<file path="src/dbse_pkg.sv">
// dbse_pkg: shared types, codes, frame templates and crc helper of the door bus slave emulator
// no dependencies; imported by every file of the block but dbse_if and dbse_rx_mem
`timescale 1ns / 1ps
`default_nettype none
package dbse_pkg;

  localparam int RX_DEPTH_DEF = 255;

  // input command codes
  localparam logic [3:0] CMD_RX_BYTE   = 4'd0;
  localparam logic [3:0] CMD_FRAME_END = 4'd1;
  localparam logic [3:0] CMD_MS_TICK   = 4'd2;
  localparam logic [3:0] CMD_OPEN      = 4'd3;
  localparam logic [3:0] CMD_CLOSE     = 4'd4;
  localparam logic [3:0] CMD_STOP      = 4'd5;
  localparam logic [3:0] CMD_HALF      = 4'd6;
  localparam logic [3:0] CMD_VENT      = 4'd7;
  localparam logic [3:0] CMD_LAMP      = 4'd8;
  localparam logic [3:0] CMD_GOTO      = 4'd9;

  // configuration register indexes
  localparam logic [2:0] REG_DEV_ADDR    = 3'd0;
  localparam logic [2:0] REG_KEY_DELAY   = 3'd1;
  localparam logic [2:0] REG_ACT_TIMEOUT = 3'd2;
  localparam logic [2:0] REG_VENT_TARGET = 3'd3;
  localparam logic [2:0] REG_VENT_CODE   = 3'd4;

  // frame constants
  localparam logic [7:0]  FN_BCAST      = 8'h10;
  localparam logic [7:0]  FN_DEVICE     = 8'h17;
  localparam int          LEN_BCAST     = 27;
  localparam int          LEN_DEV_REQ   = 17;
  localparam int          LEN_SCAN_REQ  = 19;
  localparam int          LEN_MIN       = 5;
  localparam logic [7:0]  SUB_STATE     = 8'h08;
  localparam logic [7:0]  SUB_CMD02     = 8'h02;
  localparam logic [7:0]  LAMP_CODE_A   = 8'h10;
  localparam logic [7:0]  LAMP_CODE_B   = 8'h14;
  localparam logic [15:0] CRC_INIT      = 16'hFFFF;
  localparam logic [15:0] CRC_POLY      = 16'hA001;

  typedef enum logic [4:0] {
    KS_WAIT, KS_OPEN, KS_OPEN_R, KS_CLOSE, KS_CLOSE_R, KS_STOP, KS_STOP_R,
    KS_PO, KS_PO_R, KS_PO_P, KS_PC, KS_PC_R, KS_PC_P,
    KS_VENT, KS_VENT_R, KS_HALF, KS_HALF_R, KS_LAMP, KS_LAMP_R
  } key_t;

  typedef enum logic [2:0] {
    CS_IDLE, CS_READ, CS_DRAIN, CS_DECIDE, CS_EMIT
  } ctl_state_t;

  typedef enum logic [2:0] {
    OP_NONE, OP_ACCEPT, OP_READ, OP_DECIDE, OP_EMIT
  } dp_op_t;

  typedef enum logic [2:0] {
    MODE_NONE, MODE_BCAST, MODE_STATE, MODE_CMD02, MODE_SCAN
  } mode_t;

  typedef struct packed {
    dp_op_t op;
  } dp_cmd_t;

  typedef struct packed {
    logic frame_go;
    logic rd_last;
    logic mode_none;
    logic emit_last;
    logic out_free;
  } dp_status_t;

  typedef struct packed {
    logic [7:0]  dev_addr;
    logic [15:0] key_delay;
    logic [15:0] act_timeout;
    logic [7:0]  vent_target;
    logic [7:0]  vent_code;
  } cfg_t;

  function automatic logic [15:0] crc_upd(input logic [15:0] c_in, input logic [7:0] b);
    logic [15:0] c;
    c = c_in ^ {8'h00, b};
    for (int j = 0; j < 8; j++) begin
      c = c[0] ? ((c >> 1) ^ CRC_POLY) : (c >> 1);
    end
    return c;
  endfunction

  function automatic logic [4:0] tpl_len(input mode_t m);
    logic [4:0] l;
    unique case (m)
      MODE_STATE: l = 5'd21;
      MODE_CMD02: l = 5'd9;
      MODE_SCAN:  l = 5'd15;
      default:    l = 5'd1;
    endcase
    return l;
  endfunction

  function automatic logic [7:0] tpl_byte(input mode_t m, input logic [4:0] i);
    logic [7:0] b;
    b = 8'h00;
    unique case (m)
      MODE_STATE: begin
        unique case (i)
          5'd0: b = 8'h02;
          5'd1: b = 8'h17;
          5'd2: b = 8'h10;
          5'd3: b = 8'h3E;
          5'd5: b = 8'h03;
          5'd6: b = 8'h01;
          default: b = 8'h00;
        endcase
      end
      MODE_CMD02: begin
        unique case (i)
          5'd0: b = 8'h02;
          5'd1: b = 8'h17;
          5'd2: b = 8'h04;
          5'd3: b = 8'h0F;
          5'd5: b = 8'h04;
          5'd6: b = 8'hFD;
          default: b = 8'h00;
        endcase
      end
      MODE_SCAN: begin
        unique case (i)
          5'd0:  b = 8'h02;
          5'd1:  b = 8'h17;
          5'd2:  b = 8'h0A;
          5'd5:  b = 8'h02;
          5'd6:  b = 8'h05;
          5'd7:  b = 8'h04;
          5'd8:  b = 8'h30;
          5'd9:  b = 8'h10;
          5'd10: b = 8'hFF;
          5'd11: b = 8'hA8;
          5'd12: b = 8'h45;
          default: b = 8'h00;
        endcase
      end
      default: b = 8'h00;
    endcase
    return b;
  endfunction

endpackage
`default_nettype wire

</file>
<file path="src/dbse_if.sv">
// dbse_in_if and dbse_out_if: valid/ready channels for input items and result items
// uses nothing but the fixed field widths of the block
`timescale 1ns / 1ps
`default_nettype none
interface dbse_in_if;
  logic       valid;
  logic       ready;
  logic [3:0] command;
  logic [7:0] data_byte;
  logic [6:0] position;
  modport source (output valid, output command, output data_byte, output position, input ready);
  modport sink (input valid, input command, input data_byte, input position, output ready);
endinterface

interface dbse_out_if;
  logic       valid;
  logic       ready;
  logic       result_kind;
  logic [7:0] tx_byte;
  logic       tx_last;
  logic       lamp_on;
  logic [7:0] door_position;
  logic [7:0] door_target;
  logic [7:0] door_state;
  logic [7:0] status_reserved;
  modport source (output valid, output result_kind, output tx_byte, output tx_last,
                  output lamp_on, output door_position, output door_target,
                  output door_state, output status_reserved, input ready);
  modport sink (input valid, input result_kind, input tx_byte, input tx_last,
                input lamp_on, input door_position, input door_target,
                input door_state, input status_reserved, output ready);
endinterface
`default_nettype wire

</file>
<file path="src/door_bus_slave_emulator.sv">
// door_bus_slave_emulator: top level of the door bus slave emulator
// depends on dbse_pkg, dbse_if, dbse_cfg_regs, dbse_rx_mem, dbse_datapath, dbse_ctrl
`timescale 1ns / 1ps
`default_nettype none
//
// channel   direction  handshake          carries
// in_ch     in         valid/ready        command, data_byte, position
// out_ch    out        valid/ready        result_kind, tx_byte, tx_last, door status
// apb       in/out     psel/penable       five config registers at 4*i
//
// rx byte, tick and key request items are handled as they are taken, as is a frame end that is
// empty, shorter than five bytes or dropped after an overflow
// any other frame end of n stored bytes reads the n bytes through the crc unit, then passes
// the drain and decide states and emits its result items (up to 21) while out_ch takes them,
// or none when the frame causes no result
// the store has no reset: only bytes written since the last frame end are read
// a stalled out_ch holds the emission; the next item is taken once the frame is done
module door_bus_slave_emulator #(
  parameter int RX_DEPTH = dbse_pkg::RX_DEPTH_DEF
) (
  input  wire         clk,
  input  wire         rst_n,
  dbse_in_if.sink     in_ch,
  dbse_out_if.source  out_ch,
  input  wire         psel,
  input  wire         penable,
  input  wire         pwrite,
  input  wire  [4:0]  paddr,
  input  wire  [31:0] pwdata,
  output logic [31:0] prdata,
  output logic        pready
);
  import dbse_pkg::*;

  localparam int AW = $clog2(RX_DEPTH);

  cfg_t          cfg;
  dp_cmd_t       cmd;
  dp_status_t    status;
  // receive store ports
  logic          mem_we;
  logic [AW-1:0] mem_waddr, mem_raddr;
  logic [7:0]    mem_wdata, mem_rdata;

  // configuration registers
  dbse_cfg_regs u_cfg (
    .clk     (clk),
    .rst_n   (rst_n),
    .psel    (psel),
    .penable (penable),
    .pwrite  (pwrite),
    .paddr   (paddr),
    .pwdata  (pwdata),
    .prdata  (prdata),
    .pready  (pready),
    .cfg     (cfg)
  );

  // received frame bytes
  dbse_rx_mem #(.DEPTH(RX_DEPTH), .AW(AW)) u_mem (
    .clk   (clk),
    .we    (mem_we),
    .waddr (mem_waddr),
    .wdata (mem_wdata),
    .raddr (mem_raddr),
    .rdata (mem_rdata)
  );

  // sequencing
  dbse_ctrl u_ctrl (
    .clk      (clk),
    .rst_n    (rst_n),
    .in_valid (in_ch.valid),
    .in_ready (in_ch.ready),
    .status   (status),
    .cmd      (cmd)
  );

  // frame checks, key machine and result register
  dbse_datapath #(.RX_DEPTH(RX_DEPTH), .AW(AW)) u_dp (
    .clk                 (clk),
    .rst_n               (rst_n),
    .cfg                 (cfg),
    .cmd                 (cmd),
    .status              (status),
    .in_command          (in_ch.command),
    .in_data_byte        (in_ch.data_byte),
    .in_position         (in_ch.position),
    .mem_we              (mem_we),
    .mem_waddr           (mem_waddr),
    .mem_wdata           (mem_wdata),
    .mem_raddr           (mem_raddr),
    .mem_rdata           (mem_rdata),
    .out_valid           (out_ch.valid),
    .out_ready           (out_ch.ready),
    .out_result_kind     (out_ch.result_kind),
    .out_tx_byte         (out_ch.tx_byte),
    .out_tx_last         (out_ch.tx_last),
    .out_lamp_on         (out_ch.lamp_on),
    .out_door_position   (out_ch.door_position),
    .out_door_target     (out_ch.door_target),
    .out_door_state      (out_ch.door_state),
    .out_status_reserved (out_ch.status_reserved)
  );
endmodule
`default_nettype wire

</file>
<file path="src/dbse_cfg_regs.sv">
// dbse_cfg_regs: apb-style configuration registers
// depends on dbse_pkg (cfg_t, register indexes)
`timescale 1ns / 1ps
`default_nettype none
module dbse_cfg_regs (
  input  wire               clk,
  input  wire               rst_n,
  input  wire               psel,
  input  wire               penable,
  input  wire               pwrite,
  input  wire  [4:0]        paddr,
  input  wire  [31:0]       pwdata,
  output logic [31:0]       prdata,
  output logic              pready,
  output dbse_pkg::cfg_t    cfg
);
  import dbse_pkg::*;

  cfg_t       cfg_r;
  logic       wr_en;
  logic [2:0] idx;

  assign pready = 1'b1;
  assign wr_en  = psel && penable && pwrite;
  assign idx    = paddr[4:2];
  assign cfg    = cfg_r;

  always_ff @(posedge clk) begin
    if (!rst_n) begin
      cfg_r.dev_addr    <= 8'd2;
      cfg_r.key_delay   <= 16'd100;
      cfg_r.act_timeout <= 16'd2000;
      cfg_r.vent_target <= 8'd8;
      cfg_r.vent_code   <= 8'd10;
    end else if (wr_en) begin
      priority case (idx)
        REG_DEV_ADDR:    cfg_r.dev_addr    <= pwdata[7:0];
        REG_KEY_DELAY:   cfg_r.key_delay   <= pwdata[15:0];
        REG_ACT_TIMEOUT: cfg_r.act_timeout <= pwdata[15:0];
        REG_VENT_TARGET: cfg_r.vent_target <= pwdata[7:0];
        REG_VENT_CODE:   cfg_r.vent_code   <= pwdata[7:0];
        default: ;
      endcase
    end
  end

  always_comb begin
    priority case (idx)
      REG_DEV_ADDR:    prdata = {24'd0, cfg_r.dev_addr};
      REG_KEY_DELAY:   prdata = {16'd0, cfg_r.key_delay};
      REG_ACT_TIMEOUT: prdata = {16'd0, cfg_r.act_timeout};
      REG_VENT_TARGET: prdata = {24'd0, cfg_r.vent_target};
      REG_VENT_CODE:   prdata = {24'd0, cfg_r.vent_code};
      default:         prdata = 32'd0;
    endcase
  end
endmodule
`default_nettype wire

</file>
<file path="src/dbse_rx_mem.sv">
// dbse_rx_mem: receive byte store, one write port and one registered read port
// no package dependencies
`timescale 1ns / 1ps
`default_nettype none
module dbse_rx_mem #(
  parameter int DEPTH = 255,
  parameter int AW    = $clog2(DEPTH)
) (
  input  wire           clk,
  input  wire           we,
  input  wire  [AW-1:0] waddr,
  input  wire  [7:0]    wdata,
  input  wire  [AW-1:0] raddr,
  output logic [7:0]    rdata
);
  logic [7:0] mem [DEPTH];

  always_ff @(posedge clk) begin
    if (we) begin
      mem[waddr] <= wdata;
    end
    rdata <= mem[raddr];
  end
endmodule
`default_nettype wire

</file>
<file path="src/dbse_datapath.sv">
// dbse_datapath: frame bookkeeping, crc, door status, key state machine and result register
// depends on dbse_pkg; drives dbse_rx_mem ports, obeys commands from dbse_ctrl
`timescale 1ns / 1ps
`default_nettype none
module dbse_datapath #(
  parameter int RX_DEPTH = dbse_pkg::RX_DEPTH_DEF,
  parameter int AW       = $clog2(RX_DEPTH)
) (
  input  wire                   clk,
  input  wire                   rst_n,
  input  dbse_pkg::cfg_t        cfg,
  input  dbse_pkg::dp_cmd_t     cmd,
  output dbse_pkg::dp_status_t  status,
  input  wire  [3:0]            in_command,
  input  wire  [7:0]            in_data_byte,
  input  wire  [6:0]            in_position,
  output logic                  mem_we,
  output logic [AW-1:0]         mem_waddr,
  output logic [7:0]            mem_wdata,
  output logic [AW-1:0]         mem_raddr,
  input  wire  [7:0]            mem_rdata,
  output logic                  out_valid,
  input  wire                   out_ready,
  output logic                  out_result_kind,
  output logic [7:0]            out_tx_byte,
  output logic                  out_tx_last,
  output logic                  out_lamp_on,
  output logic [7:0]            out_door_position,
  output logic [7:0]            out_door_target,
  output logic [7:0]            out_door_state,
  output logic [7:0]            out_status_reserved
);
  import dbse_pkg::*;

  // receive side
  logic [AW-1:0] rx_count_r, rx_count_nxt;
  logic          skip_r, skip_nxt;
  logic [AW-1:0] n_r, n_nxt;
  logic [AW-1:0] idx_r, idx_nxt;
  logic          pv_r;
  logic [AW-1:0] pidx_r;
  logic [7:0]    b0_r, b1_r, b5_r, b9_r, b10_r, b11_r, b12_r, b17_r, b20_r;
  logic [7:0]    crc_lo_r, crc_hi_r;
  logic [15:0]   rcrc_r, rcrc_nxt;
  logic [AW:0]   cnt_inc;

  // key machine and status
  key_t          ks_r, ks_nxt, pend_r, pend_nxt, ks0, pend0;
  logic [31:0]   ms_r, ms_nxt, stamp_r, stamp_nxt;
  logic [7:0]    goal_r, goal_nxt;
  logic          st_lamp_r, st_lamp_nxt, st_valid_r, st_valid_nxt;
  logic [7:0]    st_pos_r, st_pos_nxt, st_tgt_r, st_tgt_nxt;
  logic [7:0]    st_state_r, st_state_nxt, st_res_r, st_res_nxt;
  logic [7:0]    kb7_r, kb7_nxt, kb8_r, kb8_nxt, kb9_r, kb9_nxt;

  // emission
  mode_t         mode_r, mode_nxt;
  logic [4:0]    eidx_r, eidx_nxt, elen;
  logic [15:0]   tcrc_r, tcrc_nxt;
  logic [7:0]    ebyte;

  logic          load_out;
  logic          out_valid_r;
  logic          kind_r, last_r;
  logic [7:0]    txb_r;
  logic [7:0]    kind_byte;
  logic          kind_last;
  logic          o_lamp_r;
  logic [7:0]    o_pos_r, o_tgt_r, o_state_r, o_res_r;

  logic          el_delay, el_timeout, ks_free;
  logic          lamp_a, lamp_b, ch;
  logic [7:0]    ns;
  logic          addr_ok, crc_ok;

  assign el_delay   = (ms_r - stamp_r) > {16'd0, cfg.key_delay};
  assign el_timeout = (ms_r - stamp_r) > {16'd0, cfg.act_timeout};
  assign ks_free    = (ks_r == KS_WAIT) || (ks_r == KS_PO_P) || (ks_r == KS_PC_P);
  assign cnt_inc    = {1'b0, rx_count_r} + {{AW{1'b0}}, 1'b1};
  assign elen       = tpl_len(mode_r);
  assign addr_ok    = (b0_r == 8'h00) || (b0_r == cfg.dev_addr);
  assign crc_ok     = {crc_hi_r, crc_lo_r} == rcrc_r;

  // memory ports
  assign mem_we    = (cmd.op == OP_ACCEPT) && (in_command == CMD_RX_BYTE);
  assign mem_waddr = rx_count_r;
  assign mem_wdata = in_data_byte;
  assign mem_raddr = idx_r;

  // status to controller
  assign status.frame_go  = (in_command == CMD_FRAME_END) && (rx_count_r != '0) && !skip_r
                            && (rx_count_r >= AW'(LEN_MIN));
  assign status.rd_last   = idx_r == (n_r - {{(AW-1){1'b0}}, 1'b1});
  assign status.mode_none = mode_r == MODE_NONE;
  assign status.emit_last = (mode_r == MODE_BCAST) || (eidx_r == (elen - 5'd1));
  assign status.out_free  = !out_valid_r || out_ready;

  // capture of the received frame as it streams out of the store
  always_ff @(posedge clk) begin
    pidx_r <= idx_r;
    if (!rst_n) begin
      pv_r <= 1'b0;
    end else begin
      pv_r <= cmd.op == OP_READ;
    end
    if (pv_r) begin
      if (pidx_r == AW'(0))  b0_r  <= mem_rdata;
      if (pidx_r == AW'(1))  b1_r  <= mem_rdata;
      if (pidx_r == AW'(5))  b5_r  <= mem_rdata;
      if (pidx_r == AW'(9))  b9_r  <= mem_rdata;
      if (pidx_r == AW'(10)) b10_r <= mem_rdata;
      if (pidx_r == AW'(11)) b11_r <= mem_rdata;
      if (pidx_r == AW'(12)) b12_r <= mem_rdata;
      if (pidx_r == AW'(17)) b17_r <= mem_rdata;
      if (pidx_r == AW'(20)) b20_r <= mem_rdata;
      if (pidx_r == (n_r - AW'(2))) crc_lo_r <= mem_rdata;
      if (pidx_r == (n_r - AW'(1))) crc_hi_r <= mem_rdata;
    end
  end

  // response byte with field overrides
  always_comb begin
    ebyte = tpl_byte(mode_r, eidx_r);
    priority case (eidx_r)
      5'd0: ebyte = b0_r;
      5'd3: ebyte = b11_r;
      5'd5: ebyte = b12_r;
      5'd7: if (mode_r == MODE_STATE) ebyte = kb7_r;
      5'd8: if (mode_r == MODE_STATE) ebyte = kb8_r;
      5'd9: if (mode_r == MODE_STATE) ebyte = kb9_r;
      default: ;
    endcase
  end

  always_comb begin
    rx_count_nxt = rx_count_r;
    skip_nxt     = skip_r;
    n_nxt        = n_r;
    idx_nxt      = idx_r;
    rcrc_nxt     = rcrc_r;
    ks_nxt       = ks_r;
    pend_nxt     = pend_r;
    ms_nxt       = ms_r;
    stamp_nxt    = stamp_r;
    goal_nxt     = goal_r;
    st_lamp_nxt  = st_lamp_r;
    st_pos_nxt   = st_pos_r;
    st_tgt_nxt   = st_tgt_r;
    st_state_nxt = st_state_r;
    st_res_nxt   = st_res_r;
    st_valid_nxt = st_valid_r;
    kb7_nxt      = kb7_r;
    kb8_nxt      = kb8_r;
    kb9_nxt      = kb9_r;
    mode_nxt     = mode_r;
    eidx_nxt     = eidx_r;
    tcrc_nxt     = tcrc_r;
    load_out     = 1'b0;
    kind_byte    = 8'h00;
    kind_last    = 1'b0;
    lamp_a       = b20_r == LAMP_CODE_A;
    lamp_b       = b20_r == LAMP_CODE_B;
    ns           = b11_r;
    ch           = 1'b0;
    ks0          = ks_r;
    pend0        = pend_r;

    unique case (cmd.op)
      OP_ACCEPT: begin
        priority case (in_command)
          CMD_RX_BYTE: begin
            if (cnt_inc >= (AW+1)'(RX_DEPTH)) begin
              rx_count_nxt = '0;
              skip_nxt     = 1'b1;
            end else begin
              rx_count_nxt = cnt_inc[AW-1:0];
            end
          end
          CMD_FRAME_END: begin
            if (rx_count_r != '0) begin
              if (!ks_free && el_timeout) ks_nxt = KS_WAIT;
              skip_nxt     = 1'b0;
              rx_count_nxt = '0;
              n_nxt        = rx_count_r;
              idx_nxt      = '0;
              rcrc_nxt     = CRC_INIT;
            end
          end
          CMD_MS_TICK: ms_nxt = ms_r + 32'd1;
          CMD_OPEN, CMD_CLOSE, CMD_HALF, CMD_VENT, CMD_LAMP: begin
            priority case (in_command)
              CMD_OPEN:  ks0 = KS_OPEN;
              CMD_CLOSE: ks0 = KS_CLOSE;
              CMD_HALF:  ks0 = KS_HALF;
              CMD_VENT:  ks0 = KS_VENT;
              default:   ks0 = KS_LAMP;
            endcase
            if (ks_r != KS_WAIT) begin
              pend_nxt = ks0;
            end else begin
              ks_nxt    = ks0;
              stamp_nxt = ms_r;
            end
          end
          CMD_STOP: begin
            if (ks_free) begin
              ks_nxt    = KS_STOP;
              stamp_nxt = ms_r;
            end else begin
              pend_nxt = KS_STOP;
            end
          end
          CMD_GOTO: begin
            if (ks_r == KS_WAIT) begin
              stamp_nxt = ms_r;
              if (in_position <= 7'd5) begin
                ks_nxt = KS_CLOSE;
              end else if (in_position >= 7'd95) begin
                ks_nxt = KS_OPEN;
              end else begin
                goal_nxt = {in_position, 1'b0};
                if ({in_position, 1'b0} > st_pos_r) ks_nxt = KS_PO;
                else if ({in_position, 1'b0} < st_pos_r) ks_nxt = KS_PC;
              end
            end
          end
          default: ;
        endcase
      end
      OP_READ: begin
        idx_nxt = idx_r + {{(AW-1){1'b0}}, 1'b1};
        if (pv_r && (pidx_r < (n_r - AW'(2)))) rcrc_nxt = crc_upd(rcrc_r, mem_rdata);
      end
      OP_DECIDE: begin
        mode_nxt = MODE_NONE;
        eidx_nxt = 5'd0;
        tcrc_nxt = CRC_INIT;
        kb7_nxt  = 8'h00;
        kb8_nxt  = 8'h00;
        kb9_nxt  = 8'h00;
        if (addr_ok && crc_ok) begin
          if (b1_r == FN_BCAST) begin
            if ((n_r == AW'(LEN_BCAST)) && (b0_r == 8'h00)) begin
              ch          = (st_lamp_r != lamp_a) || (!lamp_a && lamp_b);
              st_lamp_nxt = lamp_a || lamp_b;
              if (st_pos_r != b10_r) ch = 1'b1;
              if (st_tgt_r != b9_r)  ch = 1'b1;
              if ((b11_r == 8'h00) && (b9_r == cfg.vent_target) && (b9_r == b10_r))
                ns = cfg.vent_code;
              if (st_state_r != ns)  ch = 1'b1;
              if (st_res_r != b17_r) ch = 1'b1;
              if (!st_valid_r)       ch = 1'b1;
              st_pos_nxt   = b10_r;
              st_tgt_nxt   = b9_r;
              st_state_nxt = ns;
              st_res_nxt   = b17_r;
              st_valid_nxt = 1'b1;
              if (ch) mode_nxt = MODE_BCAST;
            end
          end else if ((b1_r == FN_DEVICE) && (b0_r == cfg.dev_addr)) begin
            if (n_r == AW'(LEN_DEV_REQ)) begin
              if (b5_r == SUB_STATE) begin
                mode_nxt = MODE_STATE;
                // backlog takeover then one key step
                if ((ks_r == KS_WAIT) && (pend_r != KS_WAIT)) begin
                  ks0   = pend_r;
                  pend0 = KS_WAIT;
                end
                pend_nxt = pend0;
                ks_nxt   = ks0;
                unique case (ks0)
                  KS_OPEN, KS_PO: begin
                    kb7_nxt = 8'h02; kb8_nxt = 8'h10; stamp_nxt = ms_r;
                    ks_nxt = (ks0 == KS_OPEN) ? KS_OPEN_R : KS_PO_R;
                  end
                  KS_CLOSE, KS_PC: begin
                    kb7_nxt = 8'h02; kb8_nxt = 8'h20; stamp_nxt = ms_r;
                    ks_nxt = (ks0 == KS_CLOSE) ? KS_CLOSE_R : KS_PC_R;
                  end
                  KS_STOP: begin
                    if ((st_pos_r == 8'd0) || (st_pos_r == 8'd100)) begin
                      ks_nxt = KS_WAIT;
                    end else begin
                      kb7_nxt = 8'h02; kb8_nxt = 8'h40; stamp_nxt = ms_r;
                      ks_nxt = KS_STOP_R;
                    end
                  end
                  KS_OPEN_R, KS_PO_R: begin
                    if (el_delay) begin
                      kb7_nxt = 8'h01; kb8_nxt = 8'h10;
                      ks_nxt = (ks0 == KS_OPEN_R) ? KS_WAIT : KS_PO_P;
                    end
                  end
                  KS_CLOSE_R, KS_PC_R: begin
                    if (el_delay) begin
                      kb7_nxt = 8'h01; kb8_nxt = 8'h20;
                      ks_nxt = (ks0 == KS_CLOSE_R) ? KS_WAIT : KS_PC_P;
                    end
                  end
                  KS_STOP_R: begin
                    if (el_delay) begin
                      kb7_nxt = 8'h01; kb8_nxt = 8'h40; ks_nxt = KS_WAIT;
                    end
                  end
                  KS_PO_P: begin
                    if (st_pos_r >= goal_r) begin
                      ks_nxt = KS_STOP; stamp_nxt = ms_r;
                    end
                  end
                  KS_PC_P: begin
                    if (st_pos_r <= goal_r) begin
                      ks_nxt = KS_STOP; stamp_nxt = ms_r;
                    end
                  end
                  KS_VENT: begin
                    kb7_nxt = 8'h02; kb9_nxt = 8'h40; stamp_nxt = ms_r; ks_nxt = KS_VENT_R;
                  end
                  KS_VENT_R: begin
                    if (el_delay) begin
                      kb7_nxt = 8'h01; kb9_nxt = 8'h40; ks_nxt = KS_WAIT;
                    end
                  end
                  KS_HALF: begin
                    kb7_nxt = 8'h02; kb9_nxt = 8'h04; stamp_nxt = ms_r; ks_nxt = KS_HALF_R;
                  end
                  KS_HALF_R: begin
                    if (el_delay) begin
                      kb7_nxt = 8'h01; kb9_nxt = 8'h04; ks_nxt = KS_WAIT;
                    end
                  end
                  KS_LAMP: begin
                    kb7_nxt = 8'h10; kb9_nxt = 8'h02; stamp_nxt = ms_r; ks_nxt = KS_LAMP_R;
                  end
                  KS_LAMP_R: begin
                    if (el_delay) begin
                      kb7_nxt = 8'h08; kb9_nxt = 8'h02; ks_nxt = KS_WAIT;
                    end
                  end
                  default: ;
                endcase
              end else if (b5_r == SUB_CMD02) begin
                mode_nxt = MODE_CMD02;
              end
            end else if (n_r == AW'(LEN_SCAN_REQ)) begin
              mode_nxt = MODE_SCAN;
            end
          end
        end
      end
      OP_EMIT: begin
        load_out = 1'b1;
        if (mode_r == MODE_BCAST) begin
          kind_last = 1'b1;
        end else begin
          eidx_nxt  = eidx_r + 5'd1;
          kind_last = eidx_r == (elen - 5'd1);
          if (eidx_r < (elen - 5'd2)) begin
            kind_byte = ebyte;
            tcrc_nxt  = crc_upd(tcrc_r, ebyte);
          end else if (eidx_r == (elen - 5'd2)) begin
            kind_byte = tcrc_r[7:0];
          end else begin
            kind_byte = tcrc_r[15:8];
          end
        end
      end
      default: ;
    endcase
  end

  always_ff @(posedge clk) begin
    if (!rst_n) begin
      rx_count_r  <= '0;
      skip_r      <= 1'b0;
      ks_r        <= KS_WAIT;
      pend_r      <= KS_WAIT;
      ms_r        <= 32'd0;
      stamp_r     <= 32'd0;
      goal_r      <= 8'd0;
      st_lamp_r   <= 1'b0;
      st_pos_r    <= 8'd0;
      st_tgt_r    <= 8'd0;
      st_state_r  <= 8'd0;
      st_res_r    <= 8'd0;
      st_valid_r  <= 1'b0;
      mode_r      <= MODE_NONE;
      out_valid_r <= 1'b0;
    end else begin
      rx_count_r  <= rx_count_nxt;
      skip_r      <= skip_nxt;
      ks_r        <= ks_nxt;
      pend_r      <= pend_nxt;
      ms_r        <= ms_nxt;
      stamp_r     <= stamp_nxt;
      goal_r      <= goal_nxt;
      st_lamp_r   <= st_lamp_nxt;
      st_pos_r    <= st_pos_nxt;
      st_tgt_r    <= st_tgt_nxt;
      st_state_r  <= st_state_nxt;
      st_res_r    <= st_res_nxt;
      st_valid_r  <= st_valid_nxt;
      mode_r      <= mode_nxt;
      if (load_out)       out_valid_r <= 1'b1;
      else if (out_ready) out_valid_r <= 1'b0;
    end
  end

  // status fields are copied into the result register so a later frame cannot alter a waiting item
  always_ff @(posedge clk) begin
    n_r    <= n_nxt;
    idx_r  <= idx_nxt;
    rcrc_r <= rcrc_nxt;
    kb7_r  <= kb7_nxt;
    kb8_r  <= kb8_nxt;
    kb9_r  <= kb9_nxt;
    eidx_r <= eidx_nxt;
    tcrc_r <= tcrc_nxt;
    if (load_out) begin
      kind_r    <= mode_r == MODE_BCAST;
      txb_r     <= kind_byte;
      last_r    <= kind_last;
      o_lamp_r  <= (mode_r == MODE_BCAST) ? st_lamp_r : 1'b0;
      o_pos_r   <= (mode_r == MODE_BCAST) ? st_pos_r : 8'd0;
      o_tgt_r   <= (mode_r == MODE_BCAST) ? st_tgt_r : 8'd0;
      o_state_r <= (mode_r == MODE_BCAST) ? st_state_r : 8'd0;
      o_res_r   <= (mode_r == MODE_BCAST) ? st_res_r : 8'd0;
    end
  end

  assign out_valid           = out_valid_r;
  assign out_result_kind     = kind_r;
  assign out_tx_byte         = txb_r;
  assign out_tx_last         = last_r;
  assign out_lamp_on         = o_lamp_r;
  assign out_door_position   = o_pos_r;
  assign out_door_target     = o_tgt_r;
  assign out_door_state      = o_state_r;
  assign out_status_reserved = o_res_r;
endmodule
`default_nettype wire

</file>
<file path="src/dbse_ctrl.sv">
// dbse_ctrl: controller state machine sequencing frame read, decision and response
// depends on dbse_pkg (ctl_state_t, dp_cmd_t, dp_status_t)
`timescale 1ns / 1ps
`default_nettype none
module dbse_ctrl (
  input  wire                   clk,
  input  wire                   rst_n,
  input  wire                   in_valid,
  output logic                  in_ready,
  input  dbse_pkg::dp_status_t  status,
  output dbse_pkg::dp_cmd_t     cmd
);
  import dbse_pkg::*;

  ctl_state_t state_r, state_nxt;
  logic       acc;

  assign acc = in_valid && (state_r == CS_IDLE);

  always_comb begin
    state_nxt = state_r;
    unique case (state_r)
      CS_IDLE:   if (acc && status.frame_go) state_nxt = CS_READ;
      CS_READ:   if (status.rd_last) state_nxt = CS_DRAIN;
      CS_DRAIN:  state_nxt = CS_DECIDE;
      CS_DECIDE: state_nxt = CS_EMIT;
      CS_EMIT: begin
        if (status.mode_none) state_nxt = CS_IDLE;
        else if (status.out_free && status.emit_last) state_nxt = CS_IDLE;
      end
      default:   state_nxt = CS_IDLE;
    endcase
  end

  always_comb begin
    in_ready = state_r == CS_IDLE;
    cmd.op   = OP_NONE;
    unique case (state_r)
      CS_IDLE:   if (acc) cmd.op = OP_ACCEPT;
      CS_READ:   cmd.op = OP_READ;
      CS_DRAIN:  cmd.op = OP_NONE;
      CS_DECIDE: cmd.op = OP_DECIDE;
      CS_EMIT:   if (!status.mode_none && status.out_free) cmd.op = OP_EMIT;
      default:   cmd.op = OP_NONE;
    endcase
  end

  always_ff @(posedge clk) begin
    if (!rst_n) begin
      state_r <= CS_IDLE;
    end else begin
      state_r <= state_nxt;
    end
  end
endmodule
`default_nettype wire

</file>
<file path="src/flat_wrapper.sv">
// flat-port wrapper written by rule: the top's interface ports become plain ports
module door_bus_slave_emulator_flat import dbse_pkg::*;
#(
  parameter int RX_DEPTH = dbse_pkg::RX_DEPTH_DEF
)
  (clk, rst_n, psel, penable, pwrite, paddr, pwdata, prdata, pready, in_ch_valid, in_ch_command, in_ch_data_byte, in_ch_position, in_ch_ready, out_ch_valid, out_ch_result_kind, out_ch_tx_byte, out_ch_tx_last, out_ch_lamp_on, out_ch_door_position, out_ch_door_target, out_ch_door_state, out_ch_status_reserved, out_ch_ready);
  dbse_in_if in_ch_i ();
  dbse_out_if out_ch_i ();
  input  wire clk;
  input  wire rst_n;
  input  wire psel;
  input  wire penable;
  input  wire pwrite;
  input  wire  [4:0] paddr;
  input  wire  [31:0] pwdata;
  output logic [31:0] prdata;
  output logic pready;
  input wire logic [$bits(in_ch_i.valid)-1:0] in_ch_valid;
  input wire logic [$bits(in_ch_i.command)-1:0] in_ch_command;
  input wire logic [$bits(in_ch_i.data_byte)-1:0] in_ch_data_byte;
  input wire logic [$bits(in_ch_i.position)-1:0] in_ch_position;
  output wire logic [$bits(in_ch_i.ready)-1:0] in_ch_ready;
  output wire logic [$bits(out_ch_i.valid)-1:0] out_ch_valid;
  output wire logic [$bits(out_ch_i.result_kind)-1:0] out_ch_result_kind;
  output wire logic [$bits(out_ch_i.tx_byte)-1:0] out_ch_tx_byte;
  output wire logic [$bits(out_ch_i.tx_last)-1:0] out_ch_tx_last;
  output wire logic [$bits(out_ch_i.lamp_on)-1:0] out_ch_lamp_on;
  output wire logic [$bits(out_ch_i.door_position)-1:0] out_ch_door_position;
  output wire logic [$bits(out_ch_i.door_target)-1:0] out_ch_door_target;
  output wire logic [$bits(out_ch_i.door_state)-1:0] out_ch_door_state;
  output wire logic [$bits(out_ch_i.status_reserved)-1:0] out_ch_status_reserved;
  input wire logic [$bits(out_ch_i.ready)-1:0] out_ch_ready;
  assign in_ch_i.valid = in_ch_valid;
  assign in_ch_i.command = in_ch_command;
  assign in_ch_i.data_byte = in_ch_data_byte;
  assign in_ch_i.position = in_ch_position;
  assign in_ch_ready = in_ch_i.ready;
  assign out_ch_valid = out_ch_i.valid;
  assign out_ch_result_kind = out_ch_i.result_kind;
  assign out_ch_tx_byte = out_ch_i.tx_byte;
  assign out_ch_tx_last = out_ch_i.tx_last;
  assign out_ch_lamp_on = out_ch_i.lamp_on;
  assign out_ch_door_position = out_ch_i.door_position;
  assign out_ch_door_target = out_ch_i.door_target;
  assign out_ch_door_state = out_ch_i.door_state;
  assign out_ch_status_reserved = out_ch_i.status_reserved;
  assign out_ch_i.ready = out_ch_ready;
  door_bus_slave_emulator #(.RX_DEPTH(RX_DEPTH)) u_core (.clk(clk), .rst_n(rst_n), .in_ch(in_ch_i), .out_ch(out_ch_i), .psel(psel), .penable(penable), .pwrite(pwrite), .paddr(paddr), .pwdata(pwdata), .prdata(prdata), .pready(pready));
endmodule
</file>
<file path="config.mk">
export PLATFORM = sky130hd
export DESIGN_NAME = door_bus_slave_emulator_flat
export DESIGN_NICKNAME = d
export VERILOG_FILES = /design/src/dbse_pkg.sv /design/src/dbse_if.sv /design/src/door_bus_slave_emulator.sv /design/src/dbse_cfg_regs.sv /design/src/dbse_rx_mem.sv /design/src/dbse_datapath.sv /design/src/dbse_ctrl.sv /design/src/flat_wrapper.sv
export SDC_FILE = /design/constraint.sdc
export NUM_CORES = 2
export LEC_CHECK = 0
export CORE_ASPECT_RATIO = 0.75
export CORE_MARGIN = 2
export CORE_UTILIZATION = 55
export CTS_CLUSTER_DIAMETER = 80
export DETAILED_ROUTE_END_ITERATION = 8
export DONT_BUFFER_PORTS = 1
export PLACE_DENSITY = 0.78
export SYNTH_ARGS = -nofsm -noshare
export SYNTH_HDL_FRONTEND = slang
export SYNTH_SLANG_ARGS = --single-unit
</file>
<file path="constraint.sdc">
create_clock -name clk -period 5.15 [get_ports clk]
set_input_delay 0.2575 -clock clk [delete_from_list [all_inputs] [get_ports clk]]
set_output_delay 0.2575 -clock clk [all_outputs]
set_load 0.1 [all_outputs]
</file>
==> results.cfg <==
[timing]
relSlewSlack = -0.225
period_share = 0.930
hold_ws_ps = -54.5
rsz0062_at_grt = false
finalCriticalPeriod_ps = 4790
tightest_slew_ps = 1840
setup-tns-final_ps = 0
finClkSkew_ps = 56.8
fmax_ghz = 0.209
hold_viol_final = 35
worst_slack_ps = 361
setup_viol = 0
finalMaxSlewViolations = 273

[floorplan]
die_x_um = 499
fp.dieH_um = 375
start_util = 0.552
rows = 136
core_area_mm2 = 0.183
io_pins = 141
dieArea_mm2 = 0.187

[worst_hold_path]
hold_path.class = in -> reg
hold_start = in_ch_data_byte[6]

[synthesis]
netlist_area_mm2 = 0.101
yosys_warnings = 0
synth_top_area_share = 0.665
synth-edff-count = 2234
seq_area_frac_synth = 0.707
synth_top_cell_by_area = edfxtp_1
avgSynthCellArea_um2 = 18.0
synthDistinctLibCells = 100
async_flop_share = 0
synth_flop_cell = edfxtp_1
synth_seq_cells = 2446
postSynthCellCount = 5617
synthTopCellsByArea = edfxtp_1 (66%), mux4_2 (15%), dfxtp_1 (4.2%), nor2_1 (1.9%), mux2i_1 (1.3%)

[pwr]
ir_drop_uv = 357
leakage_uw = 0.0364
power_per_cell_area_mw_per_mm2 = 351

[clocking]
cts-root-buf = clkbuf_16
cts.sinks = 2446
cts_max_level = 4
postCtsSetupBuffers = 0
clock_path_buffers = 3
cts_buffers = 215
cts_tree = yes
clk_pin_slew_ps = 70
clock_latency_ps = 870

[run_status]
violations = hold timing, slew limit
outcome = finished, violations left

[grt]
grt_pass1_wl_um = 373000
grt_remaining_overflow = 0
grt_max_degree = 256
antenna_found_initial = 12
grt_use_total = 0.271
grt_pass1_vias = 54000

[critical_path]
critPathTopFamily = compound AO/OA/AOI/OAI gates
critPathMaxStageDelay_ps = 420
worstSetupStartpoint = u_core.u_dp.ms_r[0]$_SDFFE_PN0P_
critPathLaunchType = register
cp.required_ps = 5870
end_kind = register
crit_type = reg -> reg
cp_max_fo = 8
worst-path-buf-inv = 2
rr_startpoint = u_core.u_dp.ms_r[0]$_SDFFE_PN0P_
slowest_stage = dfxtp_1
crit_chain = inv_1 -> ha_1 -> fa_1 -> nand2b_1 -> a21o_1 -> and2_1 -> o31a_1 -> xnor2_1 -> ha_1 -> a21o_1 -> a211oi_1 -> o21ai_0 -> o211ai_1 -> a22o_2 -> o311a_2 -> nor4b_4 -> buf_4 -> nor2_1 -> a211oi_1 -> o21ai_1
arrival_ps = 5510

[placed_design]
place_ws_ps = 429
place_inst = 7860
io_buffers = 0
dp_hpwl_um = 143000
placed_cell_area_mm2 = 0.104
globalplace.congestion = 0.915

[final_layout]
fin_area_mm2 = 0.112
drive_above_1_share = 0.204
fin_cells = 8314
num-nets-final = 5884
synthToLayoutAreaGrowth_pct = 11.1
nFillCells = 12300
area.sequential_mm2 = 0.0713
multiInputGateArea_mm2 = 0.0281

[detailed_routing]
vias = 55400
wl_um = 254000
vias_per_cell = 6.67
wl_per_cell_um = 30.5
first_iter_violations = 8570
drtPass1Iterations = 9
drc = 0
detail-route-antenna-nets = 0

[job]
maxCapViolCount = 0
-- cells by family after synthesis --
family | Yosys count | synth area share
other | 2 | 0.0000744
XOR/XNOR | 183 | 0.0162
flip-flops | 2446 | 0.707
AND/OR/NAND/NOR | 1177 | 0.0546
buffers and inverters | 419 | 0.0166
AO/OA/AOI/OAI | 475 | 0.0302
adder cells (fa/ha/maj) | 108 | 0.0134
multiplexers | 807 | 0.162
-- placed cells by master, fill, tap and decap left out, types with 85 or more instances in the layout --
| cell type | instances |
|---|---|
| edfxtp_1 | 2234 |
| mux4_2 | 660 |
| nor2_1 | 511 |
| clkbuf_16 | 223 |
| nand2_1 | 222 |
| dfxtp_1 | 212 |
| a21oi_1 | 148 |
| mux2i_1 | 136 |
| xnor2_1 | 114 |
| inv_1 | 106 |
| ha_1 | 106 |
| buf_4 | 100 |
| o21ai_0 | 85 |
-- Yosys cell counts, types with 9 or more instances --
library cell	number
o21a_1	19
a22oi_1	14
nor3_1	60
o22ai_1	20
o21ai_0	86
mux2i_1	136
nand2b_1	33
a31oi_1	14
nand2_1	227
nor2_1	521
nor4_1	31
nor2b_1	36
inv_1	106
o211ai_1	29
a21o_1	25
xnor2_1	114
edfxtp_1	2234
mux2_2	9
a21oi_1	148
and2_1	13
buf_4	17
a211oi_1	37
nand4_1	46
clkbuf_1	221
nand3_1	67
mux4_2	660
and3_1	56
or3_1	18
buf_1	60
dfxtp_1	212
buf_2	11
ha_1	106
xor2_1	67
-- final timing paths --
check                                         to  slack, ps  depth (start not counted)
max             u_core.u_dp.ks_r[3]$_SDFFE_PN0P_        360                         20
min           u_core.u_mem.mem[211][6]$_DFFE_PP_        -50                          1
max reg2reg     u_core.u_dp.ks_r[3]$_SDFFE_PN0P_        360                         20
min reg2reg  u_core.u_dp.st_valid_r$_SDFFE_PN0P_        490                          2
-- area by class of cell --
| class | instances | area share |
|---|---|---|
| clock buffer | 263 | 0.0516 |
| sequential | 2446 | 0.636 |
| timing repair buffer | 176 | 0.0171 |
| antenna | 7 | 0.000156 |
| inverter | 108 | 0.00366 |
| clock inverter | 132 | 0.0137 |
| tap | 2415 | 0.0269 |
| multi-input combinational | 2767 | 0.251 |
-- layer usage --
| metal | wire length (um) | GRT usage | vias up |
|---|---|---|---|
| met3 | 30700 | 0.0696 | 456 |
| met2 | 116000 | 0.404 | 3836 |
| li1 | - | - | 22600 |
| met1 | 101000 | 0.403 | 28500 |
| met5 | 90 | 0 | - |
| met4 | 6780 | 0.0707 | 12 |
-- flip-flops by register name, summed over array words and instances (netlist names), 16 cells and up, named ones only --
register             cells
u_core.u_cfg.cfg        56
u_core.u_dp.ms_r        32
u_core.u_dp.rcrc_r      16
u_core.u_dp.stamp_r     32
u_core.u_dp.tcrc_r      16
u_core.u_mem.mem      2040
-- power by group --
group | internal (uW) | leakage, uW | switching [uW]
registers | 21600 | 0.0219 | 11.4
clock network | 9580 | 0.00357 | 7390
logic | 155 | 0.0110 | 579
total | 31400 | 0.0364 | 7980
-- per-stage QoR --
step	utilization	power [uW]
CTS	0.613	39400
finish	0.614	39300
global placement	0.570	22400
floorplan	-	22400
global route	0.614	40200
detailed placement	0.570	22400
-- repair_timing --
item                                     CTS  global route
gates resized for setup                    0             3
hold buffers                              47             4
endpoints found under the setup margin     0             3
endpoints found under the hold margin   2169           111
Note: power is estimated with default switching activity, not from simulation.
